[config.mk]
export PLATFORM = sky130hd
export DESIGN_NAME = swfw_back
export DESIGN_NICKNAME = d
export VERILOG_FILES = /design/src/swfw_pkg.sv /design/src/swfw_back.sv
export SDC_FILE = /design/constraint.sdc
export NUM_CORES = 1
export LEC_CHECK = 0
export BUFFER_PORTS_ARGS = -buffer_cell sky130_fd_sc_hd__buf_2
export CAP_MARGIN = 25
export CORE_MARGIN = 4
export CORE_UTILIZATION = 35
export CTS_CLUSTER_SIZE = 24
export DETAILED_ROUTE_END_ITERATION = 16
export PLACE_DENSITY = 0.68
export SLEW_MARGIN = 25
export SYNTH_ARGS = -nofsm -noshare
export SYNTH_HDL_FRONTEND = slang
export SYNTH_SLANG_ARGS = --single-unit
[constraint.sdc]
create_clock -name clk -period 4.9 [get_ports clk]
set_input_delay 0.245 -clock clk [delete_from_list [all_inputs] [get_ports clk]]
set_output_delay 0.245 -clock clk [all_outputs]
set_load 0.01 [all_outputs]
[src/swfw_pkg.sv]
package swfw_pkg;

  // Sine table length and frame buffer address range
  localparam int WAVE_LEN = 255;
  localparam logic [16:0] ADDR_MAX = 17'h1FFFF;

  // Depth of the queue between front and back, in pixels
  localparam int QUEUE_DEPTH = 2;
  localparam int QUEUE_PTR_W = (QUEUE_DEPTH > 1) ? $clog2(QUEUE_DEPTH) : 1;
  localparam int QUEUE_CNT_W = $clog2(QUEUE_DEPTH + 1);

  // Configuration register indexes
  typedef enum logic [1:0] {
    REG_PHASE_STEP   = 2'd0,
    REG_SCALE        = 2'd1,
    REG_CURVE_FACTOR = 2'd2,
    REG_ROW_PITCH    = 2'd3
  } cfg_reg_t;

  typedef struct packed {
    logic [7:0] phase_step;
    logic [2:0] scale;
    logic [2:0] curve_factor;
    logic [9:0] row_pitch;
  } cfg_t;

  // One pixel's erase and draw, as handed from front to back
  typedef struct packed {
    logic [16:0] erase_address;
    logic        erase_outside;
    logic [16:0] draw_address;
    logic        draw_outside;
    logic [7:0]  color;
  } pair_t;

  typedef enum logic [2:0] {
    FS_CLEAR,
    FS_IDLE,
    FS_INDEX,
    FS_MULT,
    FS_PUSH
  } front_state_t;

  // trunc(sin(i*4pi/255)*6+30)
  localparam logic [5:0] WAVE_ROM [0:WAVE_LEN-1] = '{
    6'd30, 6'd30, 6'd30, 6'd30, 6'd31, 6'd31, 6'd31, 6'd32, 6'd32, 6'd32,
    6'd32, 6'd33, 6'd33, 6'd33, 6'd33,
    6'd34, 6'd34, 6'd34, 6'd34, 6'd34,
    6'd35, 6'd35, 6'd35, 6'd35, 6'd35, 6'd35, 6'd35, 6'd35, 6'd35, 6'd35,
    6'd35, 6'd35,
    6'd35, 6'd35, 6'd35, 6'd35, 6'd35, 6'd35, 6'd35, 6'd35, 6'd35, 6'd35,
    6'd35, 6'd35,
    6'd34, 6'd34, 6'd34, 6'd34, 6'd34, 6'd33, 6'd33, 6'd33, 6'd33, 6'd33,
    6'd32, 6'd32, 6'd32,
    6'd31, 6'd31, 6'd31, 6'd31, 6'd30, 6'd30, 6'd30,
    6'd29, 6'd29, 6'd29, 6'd29, 6'd28, 6'd28, 6'd28, 6'd27, 6'd27, 6'd27,
    6'd27, 6'd26, 6'd26, 6'd26, 6'd26,
    6'd25, 6'd25, 6'd25, 6'd25, 6'd25,
    6'd24, 6'd24, 6'd24, 6'd24, 6'd24, 6'd24, 6'd24, 6'd24, 6'd24, 6'd24,
    6'd24, 6'd24,
    6'd24, 6'd24, 6'd24, 6'd24, 6'd24, 6'd24, 6'd24, 6'd24, 6'd24, 6'd24,
    6'd24, 6'd24,
    6'd25, 6'd25, 6'd25, 6'd25, 6'd25, 6'd26, 6'd26, 6'd26, 6'd26, 6'd27,
    6'd27, 6'd27, 6'd27,
    6'd28, 6'd28, 6'd28, 6'd28, 6'd29, 6'd29, 6'd29,
    6'd30, 6'd30, 6'd30, 6'd31, 6'd31, 6'd31, 6'd31, 6'd32, 6'd32, 6'd32,
    6'd32, 6'd33, 6'd33, 6'd33, 6'd33,
    6'd34, 6'd34, 6'd34, 6'd34, 6'd34,
    6'd35, 6'd35, 6'd35, 6'd35, 6'd35, 6'd35, 6'd35, 6'd35, 6'd35, 6'd35,
    6'd35, 6'd35,
    6'd35, 6'd35, 6'd35, 6'd35, 6'd35, 6'd35, 6'd35, 6'd35, 6'd35, 6'd35,
    6'd35, 6'd35,
    6'd34, 6'd34, 6'd34, 6'd34, 6'd34, 6'd33, 6'd33, 6'd33, 6'd33, 6'd32,
    6'd32, 6'd32, 6'd32,
    6'd31, 6'd31, 6'd31, 6'd30, 6'd30, 6'd30, 6'd30,
    6'd29, 6'd29, 6'd29, 6'd28, 6'd28, 6'd28, 6'd28, 6'd27, 6'd27, 6'd27,
    6'd26, 6'd26, 6'd26, 6'd26, 6'd26,
    6'd25, 6'd25, 6'd25, 6'd25, 6'd25,
    6'd24, 6'd24, 6'd24, 6'd24, 6'd24, 6'd24, 6'd24, 6'd24, 6'd24, 6'd24,
    6'd24, 6'd24,
    6'd24, 6'd24, 6'd24, 6'd24, 6'd24, 6'd24, 6'd24, 6'd24, 6'd24, 6'd24,
    6'd24, 6'd24,
    6'd25, 6'd25, 6'd25, 6'd25, 6'd25, 6'd26, 6'd26, 6'd26, 6'd26, 6'd27,
    6'd27, 6'd27, 6'd27,
    6'd28, 6'd28, 6'd28, 6'd29, 6'd29, 6'd29
  };

endpackage

[src/swfw_back.sv]
module swfw_back import swfw_pkg::*; (
  input  logic        clk,
  input  logic        rst,
  input  logic        pop_valid,
  output logic        pop_ready,
  input  pair_t       pop_data,
  output logic        out_valid,
  input  logic        out_ready,
  output logic [16:0] write_address,
  output logic [7:0]  write_data,
  output logic        outside,
  output logic        last
);

  // sel low: erase next, sel high: draw next
  logic sel;
  logic load;

  always_comb begin
    load      = pop_valid && (!out_valid || out_ready);
    pop_ready = load && sel;
  end

  // Output register control
  always_ff @(posedge clk) begin
    if (rst) begin
      out_valid <= 1'b0;
      sel       <= 1'b0;
    end else begin
      if (load) begin
        out_valid <= 1'b1;
        sel       <= !sel;
      end else if (out_ready) begin
        out_valid <= 1'b0;
      end
    end
  end

  // Load erase, then draw, from the queue head
  always_ff @(posedge clk) begin
    if (load) begin
      if (sel) begin
        write_address <= pop_data.draw_address;
        write_data    <= pop_data.color;
        outside       <= pop_data.draw_outside;
        last          <= 1'b1;
      end else begin
        write_address <= pop_data.erase_address;
        write_data    <= '0;
        outside       <= pop_data.erase_outside;
        last          <= 1'b0;
      end
    end
  end

`ifndef SYNTHESIS
  a_erase_then_draw: assert property (@(posedge clk) disable iff (rst)
    load && !sel |=> sel && out_valid && !last)
    else $error("erase word not loaded ahead of draw");

  a_draw_pops: assert property (@(posedge clk) disable iff (rst)
    load && sel |=> !sel && out_valid && last)
    else $error("draw word not loaded with its pop");

  a_draw_zero_free: assert property (@(posedge clk) disable iff (rst)
    out_valid && !last |-> write_data == '0)
    else $error("erase word carries data");
`endif

endmodule

Word-level counts from Yosys, hierarchy flattened
Index checks and enable logic that the tools add are counted.
- add/subtract/negate cells: 0
- multiply operators: 0
- div/mod/pow operators: 0
- order comparisons: 0
- equal/unequal tests: 0
- shift-type cells: 0
- multiplexer cells: 5
- bitwise operators: 0
- reductions and logical operators: 6
- operator list (cell ; number):
    $mux 17 ; 1
    $mux 1 ; 4
    $logic_and 1x1->1 ; 2
    $logic_not 1->1 ; 2
    $reduce_bool 2->1 ; 1
    $logic_or 1x1->1 ; 1
- flip-flop bits (word level): 29
- latch bits: 0
- bits in writable memories: 0
- memory bits (read-only): 0
- bits of input ports: 48
- output and inout port bits: 29
- logic and storage cells: 17
- memories kept: 0

Depth between registers and ports, before layout
- depth in word-level cells: 4
- depth in mapped cells: 3
- depth with buffers taken out: 3

Worst setup path after synthesis
OpenSTA, ideal clock, no wires.
- path kind: reg-to-output
- from: register out_valid
- to: output pop_ready
- arrival time: 1.509 ns
- required time: 4.655 ns
- setup slack: 3.146 ns
- stages on the path, launching flop included: 3
- path buffers: 0
- path through: dfxtp_1 -> a21boi_2 -> and2_1
- cells in the longest elaborated chain, start to end: 4
- RTL lines (what ; RTL line ; RTL):
    start: declaration ; swfw_back.sv:7 ; output logic out_valid,
    start signal: assignment ; swfw_back.sv:27 ; out_valid <= 1'b0;
    start signal: assignment ; swfw_back.sv:31 ; out_valid <= 1'b1;
    start signal: assignment ; swfw_back.sv:34 ; out_valid <= 1'b0;
    $logic_not 1->1 ; swfw_back.sv:20 ; load = pop_valid && (!out_valid || out_ready);
    $logic_or 1x1->1 ; swfw_back.sv:20 ;
    $logic_and 1x1->1 ; swfw_back.sv:20 ;
    net load ; swfw_back.sv:17 ; logic load;
    $logic_and 1x1->1 ; swfw_back.sv:21 ; pop_ready = load && sel;
    end: declaration ; swfw_back.sv:5 ; output logic pop_ready,
The timed path passes the listed nets, and every way through them passes these cells.

Worst setup path in the final report
- from: register sel
- to: output pop_ready
- cells in the longest elaborated chain, start to end: 1
- RTL lines (what ; RTL line ; RTL):
    start: declaration ; swfw_back.sv:16 ; logic sel;
    start signal: assignment ; swfw_back.sv:32 ; sel <= !sel;
    $logic_and 1x1->1 ; swfw_back.sv:21 ;
No other way between the ends.

==> impl_metrics.toml <==
[floorplanning]
standard_cell_core_area_mm2 = 0.00336
io-pin-count = 77
starting_density_of_the_core = 0.365
dieHeight_um = 67.3
design.die.area_mm2 = 0.00452
fp.dieW_um = 67.3
number_of_core_rows = 21

[timing]
max_slew_margin = 0.563
fin_crit_sh = 0.340
timing_worst_slew_pin_value_ps = 656
final_max_slew_viol_count = 0
highest_achievable_clock_rate_mhz = 601
post_layout_minimum_cycle_time_ps = 1660
rsz0062_at_grt = "no"
report.final.setup_viol = 0
final_hold_violation_count = 0
fin_skew_ps = 5.51
final.setup.tns_ps = 0

[cells_and_area]
multiInputGateArea_um2 = 338
mostFrequentLayoutCells = "buf_2 (76), edfxtp_1 (27), mux2_4 (10), mux2_2 (9), and2_1 (9)"
nNetsFinal = 195
diodes = 0
drive_gt1_frac = 0.703
seqCellArea_um2 = 852
area_growth_pct = 38.2
final_cell_area_mm2 = 0.00170
final_common_cell = "buf_2"
fillCellCount = 337

[clock_tree]
post-cts-setup-buffers = 0
insertion_delay_ps = 320
tritoncts = "done"
clk_pin_slew_ps = 80
root_driver = "clkbuf_4"
cts-buffers-inserted = 5
cts_max_level = 2
tritoncts_sinks = 29
cts_resized = 0
ctsHoldBuffers = 0
clock_tree.buffer_depth = 2

[yosys]
synth_top_cell_by_area = "edfxtp_1"
synth.ff_latch_count = 29
synth_area_per_cell_um2 = 18.6
netlist_instances = 66
synth.top_cells.by_area = "edfxtp_1 (66%), mux2_4 (12%), mux2_2 (8.2%), and2_1 (4.6%), dfxtp_1 (3.3%)"
synth.yosys.seq_area_share = 0.692
yosys.area.top_type_share = 0.660
synth.cell_area_mm2 = 0.00123
synthesis.yosys.warnings = 0
synth_cell_types = 13
synth.net_count = 114

[place]
dpl.hpwl_um = 1900
place_congestion = 0.726
placed_cell_area_mm2 = 0.00164
place.port_buffers = 76

[global_route]
globalRoute.totalOverflow = 0
track_usage = 0.121
antenna_found_initial = 0
first_global_vias = 901
grt_start_max_net_pins = 31
wire_length_of_the_first_global_routing_pass_um = 3840

[route]
remaining_drc_errors = 0
detail-route-antenna-nets = 0
detail_route.vias_per_cell = 4.38
dr.first_iter.drc_count = 43
detailroute.via_count = 850
post_drt_wl_per_cell_um = 12.6
wirelength_um = 2450
drtPass1Iterations = 2

[setup_path]
reg2reg_slack_ps = 3480
worstPathRequired_ps = 4660
critPathMaxFanout = 30
path_class = "flip-flop to output port"
arrival_time_worst_endpoint_ps = 1420
worst_setup_path_start_kind = "flip-flop"
timing.critical_path.to_type = "output port"

[min_path]
min_path_type = "input port to flip-flop"

[job]
drv.max_cap_violation_count = 0

[pwr]
vdd_ir_drop_max_v = 0.000149
pwr_density_cell_mw_per_mm2 = 315
static-leakage-power_nw = 0.775

[outcome]
status = "completed"
-- synth_stat cells, drive strengths merged --
library cell	number
dfxtp	2
inv	1
edfxtp	27
nor2	2
mux2	19
nor2b	1
buf	3
a21oi	1
a21boi	1
and2	9
-- registers in the layout, indices dropped and copies added (netlist names) --
signal         count
sel                1
out_valid          1
last               1
write_data         8
outside            1
write_address     17
-- report_power, final --
| part | total, mW | switching [mW] | internal (mW) | leakage [nW] |
|---|---|---|---|---|
| Clock | 0.146 | 0.0751 | 0.0707 | 0.0326 |
| Combinational | 0.0816 | 0.0319 | 0.0497 | 0.461 |
| Sequential | 0.308 | 0.0128 | 0.295 | 0.282 |
-- metrics by stage --
step           power [mW]  hold WS (ps)  utilization  setup slack [ps]  cells
2_1_floorplan       0.361           317            -              3150     66
3_3_place_gp        0.394           434        0.487              3120    186
3_5_place_dp        0.398           438        0.487              3450    186
4_1_cts             0.546          84.9        0.505              3180    194
5_1_grt             0.570          78.5        0.505              3090    194
6_report            0.535           108        0.505              3240    194
-- critical path: stages (launching register included) --
cell and delay [ps]:
dfxtp_2 760, and2_1 220, buf_2 120
-- kinds of logic after synthesis --
| family | after synthesis | share of synthesized area |
|---|---|---|
| flops | 29 | 0.692 |
| mux | 19 | 0.205 |
| simple gates | 12 | 0.0570 |
| buf+inv | 4 | 0.0326 |
| compound gates | 2 | 0.0132 |
-- layout make-up --
cell class | count | area share
multi-input cells | 33 | 0.199
repair buffers | 77 | 0.228
well taps | 46 | 0.0339
clock buffers | 8 | 0.0346
flip-flops and latches | 29 | 0.502
inverters | 1 | 0.00221
-- metal layers --
metal	wire length, µm	GRT usage	share of wire	vias up
met5	0	0	0	-
met4	40	0.0532	0.016	0
met3	313	0.0765	0.13	6
met2	1250	0.217	0.51	49
met1	849	0.105	0.35	390
li1	-	-	-	405
-- worst paths after layout --
kind,start,to,depth (start not counted)
min,rst,out_valid,2
min reg2reg,out_valid,out_valid,2
max reg2reg,sel,write_address[2],1
max,sel,pop_ready,2
Note: power is estimated with default switching activity, not from simulation.
