<file path="src/swfw_pkg.sv">
package swfw_pkg;

  // Sine table length and frame buffer address range
  localparam int WAVE_LEN = 255;
  localparam logic [16:0] ADDR_MAX = 17'h1FFFF;

  // Depth of the queue between front and back, in pixels
  localparam int QUEUE_DEPTH = 2;
  localparam int QUEUE_PTR_W = (QUEUE_DEPTH > 1) ? $clog2(QUEUE_DEPTH) : 1;
  localparam int QUEUE_CNT_W = $clog2(QUEUE_DEPTH + 1);

  // Configuration register indexes
  typedef enum logic [1:0] {
    REG_PHASE_STEP   = 2'd0,
    REG_SCALE        = 2'd1,
    REG_CURVE_FACTOR = 2'd2,
    REG_ROW_PITCH    = 2'd3
  } cfg_reg_t;

  typedef struct packed {
    logic [7:0] phase_step;
    logic [2:0] scale;
    logic [2:0] curve_factor;
    logic [9:0] row_pitch;
  } cfg_t;

  // One pixel's erase and draw, as handed from front to back
  typedef struct packed {
    logic [16:0] erase_address;
    logic        erase_outside;
    logic [16:0] draw_address;
    logic        draw_outside;
    logic [7:0]  color;
  } pair_t;

  typedef enum logic [2:0] {
    FS_CLEAR,
    FS_IDLE,
    FS_INDEX,
    FS_MULT,
    FS_PUSH
  } front_state_t;

  // trunc(sin(i*4pi/255)*6+30)
  localparam logic [5:0] WAVE_ROM [0:WAVE_LEN-1] = '{
    6'd30, 6'd30, 6'd30, 6'd30, 6'd31, 6'd31, 6'd31, 6'd32, 6'd32, 6'd32,
    6'd32, 6'd33, 6'd33, 6'd33, 6'd33,
    6'd34, 6'd34, 6'd34, 6'd34, 6'd34,
    6'd35, 6'd35, 6'd35, 6'd35, 6'd35, 6'd35, 6'd35, 6'd35, 6'd35, 6'd35,
    6'd35, 6'd35,
    6'd35, 6'd35, 6'd35, 6'd35, 6'd35, 6'd35, 6'd35, 6'd35, 6'd35, 6'd35,
    6'd35, 6'd35,
    6'd34, 6'd34, 6'd34, 6'd34, 6'd34, 6'd33, 6'd33, 6'd33, 6'd33, 6'd33,
    6'd32, 6'd32, 6'd32,
    6'd31, 6'd31, 6'd31, 6'd31, 6'd30, 6'd30, 6'd30,
    6'd29, 6'd29, 6'd29, 6'd29, 6'd28, 6'd28, 6'd28, 6'd27, 6'd27, 6'd27,
    6'd27, 6'd26, 6'd26, 6'd26, 6'd26,
    6'd25, 6'd25, 6'd25, 6'd25, 6'd25,
    6'd24, 6'd24, 6'd24, 6'd24, 6'd24, 6'd24, 6'd24, 6'd24, 6'd24, 6'd24,
    6'd24, 6'd24,
    6'd24, 6'd24, 6'd24, 6'd24, 6'd24, 6'd24, 6'd24, 6'd24, 6'd24, 6'd24,
    6'd24, 6'd24,
    6'd25, 6'd25, 6'd25, 6'd25, 6'd25, 6'd26, 6'd26, 6'd26, 6'd26, 6'd27,
    6'd27, 6'd27, 6'd27,
    6'd28, 6'd28, 6'd28, 6'd28, 6'd29, 6'd29, 6'd29,
    6'd30, 6'd30, 6'd30, 6'd31, 6'd31, 6'd31, 6'd31, 6'd32, 6'd32, 6'd32,
    6'd32, 6'd33, 6'd33, 6'd33, 6'd33,
    6'd34, 6'd34, 6'd34, 6'd34, 6'd34,
    6'd35, 6'd35, 6'd35, 6'd35, 6'd35, 6'd35, 6'd35, 6'd35, 6'd35, 6'd35,
    6'd35, 6'd35,
    6'd35, 6'd35, 6'd35, 6'd35, 6'd35, 6'd35, 6'd35, 6'd35, 6'd35, 6'd35,
    6'd35, 6'd35,
    6'd34, 6'd34, 6'd34, 6'd34, 6'd34, 6'd33, 6'd33, 6'd33, 6'd33, 6'd32,
    6'd32, 6'd32, 6'd32,
    6'd31, 6'd31, 6'd31, 6'd30, 6'd30, 6'd30, 6'd30,
    6'd29, 6'd29, 6'd29, 6'd28, 6'd28, 6'd28, 6'd28, 6'd27, 6'd27, 6'd27,
    6'd26, 6'd26, 6'd26, 6'd26, 6'd26,
    6'd25, 6'd25, 6'd25, 6'd25, 6'd25,
    6'd24, 6'd24, 6'd24, 6'd24, 6'd24, 6'd24, 6'd24, 6'd24, 6'd24, 6'd24,
    6'd24, 6'd24,
    6'd24, 6'd24, 6'd24, 6'd24, 6'd24, 6'd24, 6'd24, 6'd24, 6'd24, 6'd24,
    6'd24, 6'd24,
    6'd25, 6'd25, 6'd25, 6'd25, 6'd25, 6'd26, 6'd26, 6'd26, 6'd26, 6'd27,
    6'd27, 6'd27, 6'd27,
    6'd28, 6'd28, 6'd28, 6'd29, 6'd29, 6'd29
  };

endpackage

</file>
<file path="src/swfw_queue.sv">
module swfw_queue import swfw_pkg::*; (
  input  logic  clk,
  input  logic  rst,
  input  logic  push_valid,
  output logic  push_ready,
  input  pair_t push_data,
  output logic  pop_valid,
  input  logic  pop_ready,
  output pair_t pop_data
);

  pair_t                  entries [QUEUE_DEPTH];
  logic [QUEUE_PTR_W-1:0] wr_ptr, rd_ptr;
  logic [QUEUE_CNT_W-1:0] count;
  logic                   push, pop;

  always_comb begin
    push_ready = count != QUEUE_CNT_W'(QUEUE_DEPTH);
    pop_valid  = count != '0;
    pop_data   = entries[rd_ptr];
    push       = push_valid && push_ready;
    pop        = pop_valid && pop_ready;
  end

  // Advance pointers and fill count
  always_ff @(posedge clk) begin
    if (rst) begin
      wr_ptr <= '0;
      rd_ptr <= '0;
      count  <= '0;
    end else begin
      if (push) begin
        wr_ptr <= (wr_ptr == QUEUE_PTR_W'(QUEUE_DEPTH - 1)) ? '0 : wr_ptr + QUEUE_PTR_W'(1);
      end
      if (pop) begin
        rd_ptr <= (rd_ptr == QUEUE_PTR_W'(QUEUE_DEPTH - 1)) ? '0 : rd_ptr + QUEUE_PTR_W'(1);
      end
      if (push && !pop) begin
        count <= count + QUEUE_CNT_W'(1);
      end else if (pop && !push) begin
        count <= count - QUEUE_CNT_W'(1);
      end
    end
  end

  // Hold the pushed word
  always_ff @(posedge clk) begin
    if (push) begin
      entries[wr_ptr] <= push_data;
    end
  end

`ifndef SYNTHESIS
  a_count_up: assert property (@(posedge clk) disable iff (rst)
    push && !pop |=> count == $past(count) + QUEUE_CNT_W'(1))
    else $error("queue count lost a push");

  a_count_down: assert property (@(posedge clk) disable iff (rst)
    pop && !push |=> count == $past(count) - QUEUE_CNT_W'(1))
    else $error("queue count lost a pop");

  a_count_range: assert property (@(posedge clk) disable iff (rst)
    int'(count) <= QUEUE_DEPTH)
    else $error("queue overfilled");
`endif

endmodule

</file>
<file path="config.mk">
export PLATFORM = sky130hd
export DESIGN_NAME = swfw_queue
export DESIGN_NICKNAME = d
export VERILOG_FILES = /design/src/swfw_pkg.sv /design/src/swfw_queue.sv
export SDC_FILE = /design/constraint.sdc
export NUM_CORES = 1
export LEC_CHECK = 0
export BUFFER_PORTS_ARGS = -buffer_cell sky130_fd_sc_hd__buf_2
export CAP_MARGIN = 20
export CORE_ASPECT_RATIO = 0.9
export CORE_MARGIN = 5
export CORE_UTILIZATION = 55
export DETAILED_ROUTE_END_ITERATION = 12
export PLACE_DENSITY_LB_ADDON = 0.2
export SLEW_MARGIN = 40
export SYNTH_ARGS = -nofsm -noshare
export SYNTH_HDL_FRONTEND = slang
export SYNTH_SLANG_ARGS = --single-unit
</file>
<file path="constraint.sdc">
create_clock -name clk -period 4.7 [get_ports clk]
set_clock_uncertainty 0.1 [all_clocks]
set_input_delay 0.235 -clock clk [delete_from_list [all_inputs] [get_ports clk]]
set_output_delay 0.235 -clock clk [all_outputs]
set_load 0.1 [all_outputs]
</file>
# Word-level counts from Yosys, hierarchy flattened
# Memory sizes are Yosys's and may differ from the RTL's. A register that Yosys moved wholly into a read port is not among the register bits.
# Index checks and enable logic that the tools add are counted.
# totals
register_bits,4
ram_bits,88
input_bits,48
out_inout_bits,46
wordCells,25
n_memories,1
# classes
addsub,4
eq_ne,1
n_mux,8
reduce_logical,8
# memory_table
memory,words,word_bits,rd,rd_ports_with_merged_regs,wr,line_no,source
entries,2,44,1,1,1,swfw_queue.sv:12,pair_t entries [QUEUE_DEPTH];
# op_table
cell,count
$mux 1,6
$logic_and 1x1->1,4
$mux 2,2
$reduce_bool 2->1,2
$add 1x1->1 const B,2
$add 2x1->2 const B,1
$logic_not 1->1,2
$ne 2x2->1 const B,1
$sub 2x1->2 const B,1

# Depth between registers and ports, before layout
# depth
ltp_word,6
depth_mapped,6
mapped_depth_nobuf,6

# Worst setup path before layout
# Ideal clock, no wire load.
# synth_timing
path_type,reg-to-reg
start,register count[0]
end,memory entries[1][0] (netlist name) (enable)
setup_time_ns,0.406
arrival_time_ns,2.469
required_time_ns,4.194
setup_slack_ns,1.725
path_stages_with_launch,3
path_buffers,0
period_less_slack_ns,2.975
path_cell_list,dfxtp_1 > nand2b_1 > and3_1
# synth_between
elab_chain_len,4
# synth_lines
element,line_no,source
"start, declared",swfw_queue.sv:14,logic [QUEUE_CNT_W-1:0] count;
"start signal, assigned",swfw_queue.sv:39,count <= count + QUEUE_CNT_W'(1);
"start signal, assigned",swfw_queue.sv:41,count <= count - QUEUE_CNT_W'(1);
$ne 2x2->1,swfw_queue.sv:18,push_ready = count != QUEUE_CNT_W'(QUEUE_DEPTH);
named net push_ready,swfw_queue.sv:5,"output logic push_ready,"
$logic_and 1x1->1,swfw_queue.sv:21,push = push_valid && push_ready;
$mux 1,swfw_queue.sv:48,if (push) begin
$mux 1 (not written as such),swfw_queue.sv:49,entries[wr_ptr] <= push_data;
"end, declared",swfw_queue.sv:12,
# The timed path passes the listed nets, and every way through them passes these cells.

==> out/summary.txt <==
Die area - 7843 um^2
Mapped Nets - 210
Reg2reg setup slack - 2950 ps
Worst-skew pair later-pin latency - 340 ps
NetSw - 1451 uW
First-pass iteration count of the detailed router - 4
Post-Synth XOR/XNOR Area - 0.7743%
Layout Utilization - 75.19%
Nets - 353
H-Tree Depth - 3
Compound-gate portion of the synthesized area - 0.8850%
Hold Crit Endpoint - wr_ptr
Combinational power share - 46.2%
# DRC - 0
Clock power frac - 16.5%
Pwr Density - 659.3 nW/um^2
Peak VDD IR - 405.7 uV
Min-delay src - rst
Routed via count - 1914
Slew @ Worst Pin - 619.4 ps
Post-Syn Area - 3393 um^2
Clock Path Buffers - 2
Setup_tns - 0 ps
Leak - 0.001721 uW
Fin. max-slew vios - 0
Via/cell ratio - 5.037
Die height - 84.52 um
Critical R2R Launch - count[0]
Finished Cell Area - 4547 um^2
Initial drt markers - 56
Syn Inst Count - 161
Worst hold path depth - 2
Initial Util - 56.11%
Routed wire length - 6186 um
Clock Sinks - 93
Worst r2r path cells - 5
Largest family of logic cells by synthesized area - multiplexers
Final Setup Violations - 0
Slew headroom - 58.71%
Post-synth cell types - 18
Post-synthesis mux area share - 14.60%
Critical R2R Capture - count[1]
Area grow syn2layout - 34.00%
Total GRT Usage - 17.00%
Max Cap Violations - 0
WS Path Type - reg2out
Placer congestion estimate - 0.6998
CTS Buf Count - 9
Drt wl/cell - 16.28 um
Rows - 27
Post-DRT Antenna Nets - 0
Core Area - 6047 um^2
Synth Area in Adders - 0.3687%
Sw Share - 48.40%
Final hold vios - 0
Largest net degree at the start of global routing - 45
First-pass GRT wire length - 9970 um
CTS tree - built
Hold Path Class - in2reg
Fin crit share - 45.55%
Grt total ovfl - 0
HPWL after DPL - 3569 um
Root Buffer - clkbuf_8
Post-placement cell area - 3928 um^2
Share of layout cells above drive strength 1 - 50.32%
Ys Warns - 0
Startpoint types - flip-flop
Crit path DAT - 1810 ps
Critical path peak fanout - 44
Fill count - 390
Sequential share of power - 37.3%
Synthesized flop and latch total - 93
Highest Clock Rate - 467.1 MHz
PortBufs - 93
Worst-path clk slew - 80 ps
N_diodes - 0
CP Capture Type - output pin
Die Width - 92.80 um
Post-CTS Setup Bufs - 0
Simple-Gate Fraction of Synth Area - 1.475%
Fin crit period - 2141 ps
Sequential element share of the synthesized area - 80.83%
RSZ-0062 raised after global routing - no
Initial antenna violation count - 0
Internal - 1547 uW
Worst path required time - 4370 ps
Ports - 94
Avg Cell Area, Syn - 21.08 um^2
Outcome - completed
Number of global-route vias before repair - 2091
[cell usage after synthesis]
master	n	area share (%)
or2_2	1	0.18
buf_4	3	0.66
mux2_2	44	15
and2_1	1	0.18
o21ai_0	2	0.29
edfxtp_1	88	78
inv_1	1	0.11
or3_1	1	0.18
nand2b_1	1	0.18
ha_1	1	0.37
and3_1	1	0.18
nor2_1	3	0.33
xor2_1	3	0.77
buf_2	2	0.29
dfxtp_1	5	2.9
a21oi_1	2	0.29
nand3b_1	1	0.22
a21bo_2	1	0.29
[cells by family after synthesis]
family	after synthesis
adders and majority gates	1
DFF	93
muxes	44
buffers and inverters	6
AOI/OAI and AO/OA	5
and+or+nand+nor	9
xor gates and xnor gates	3
[worst max-delay path, cell delays in order, from the launching register on]
cell and delay (ps):
dfxtp_4 740, mux2_2 410, buf_2 300
[layer usage]
layer  GRT usage [%]  vias up  routed length [um]  share of wire, %
li1                -      911                   -                 -
met1           20.36      926                2472                40
met2           28.71       68                3251                53
met3           5.197        9                 379               6.1
met4           6.924        0                  83               1.3
met5               0        -                   0                 0
[worst max-delay path by stage]
stage	from	to	slack (ps)	depth (start not counted)
after floorplan	count[0]	entries[1][0]	1730	2
after global placement	flip-flop	pop_data[4]	2560	2
after detailed placement	flip-flop	pop_data[4]	2910	2
after CTS	flip-flop	pop_data[4]	2530	2
after global routing	flip-flop	pop_data[11]	2470	2
final	flip-flop	pop_data[4]	2560	2
[per-stage QoR]
| step | setup WS (ps) | std cells | hold WS (ps) | power (uW) |
|---|---|---|---|---|
| after floorplan | 1725 | 161 | 204.1 | 2314 |
| after global placement | 2558 | 321 | 321.8 | 2489 |
| after detailed placement | 2909 | 321 | 326.2 | 2499 |
| after CTS | 2526 | 380 | 2.489 | 3014 |
| after global routing | 2465 | 380 | 2.723 | 3114 |
| final | 2559 | 380 | 24.77 | 2998 |
[power by group through the flow]
stage          Sequential (uW)  Combinational (uW)  Clock, uW
2_1_floorplan             1080                1240          0
3_3_place_gp              1140                1350          0
3_5_place_dp              1140                1360          0
4_1_cts                   1120                1390        502
5_1_grt                   1130                1430        548
6_report                  1120                1390        495
[registers in the layout (all words and copies together) (netlist names), named ones only]
register  count
entries      88
rd_ptr        1
count         2
wr_ptr        1
[cells in the final DEF (no fill, tap or decap), types with 3 or more instances in the layout]
| cell | instances |
|---|---|
| clkbuf_8 | 9 |
| dlygate4sd3_1 | 44 |
| nor2_1 | 3 |
| dfxtp_1 | 4 |
| xor2_1 | 3 |
| buf_2 | 93 |
| mux2_2 | 44 |
| edfxtp_1 | 88 |
[timing repair]
action	4_1_cts	5_1_grt
gates resized for setup	0	0
hold endpoints to repair	88	0
hold buffers	44	0
[cell type report]
cell class	count	area, um^2	area share [%]
Timing Repair Buffer	137	905.9	19.92
Inverter	1	6.256	0.1376
Multi-Input combinational cell	62	619.3	13.62
Tap cell	72	90.09	1.981
Clock buffer	9	123.9	2.724
Sequential cell	93	2746	60.40
Clock inverter	6	55.05	1.211
(Power assumes the default switching activity.)
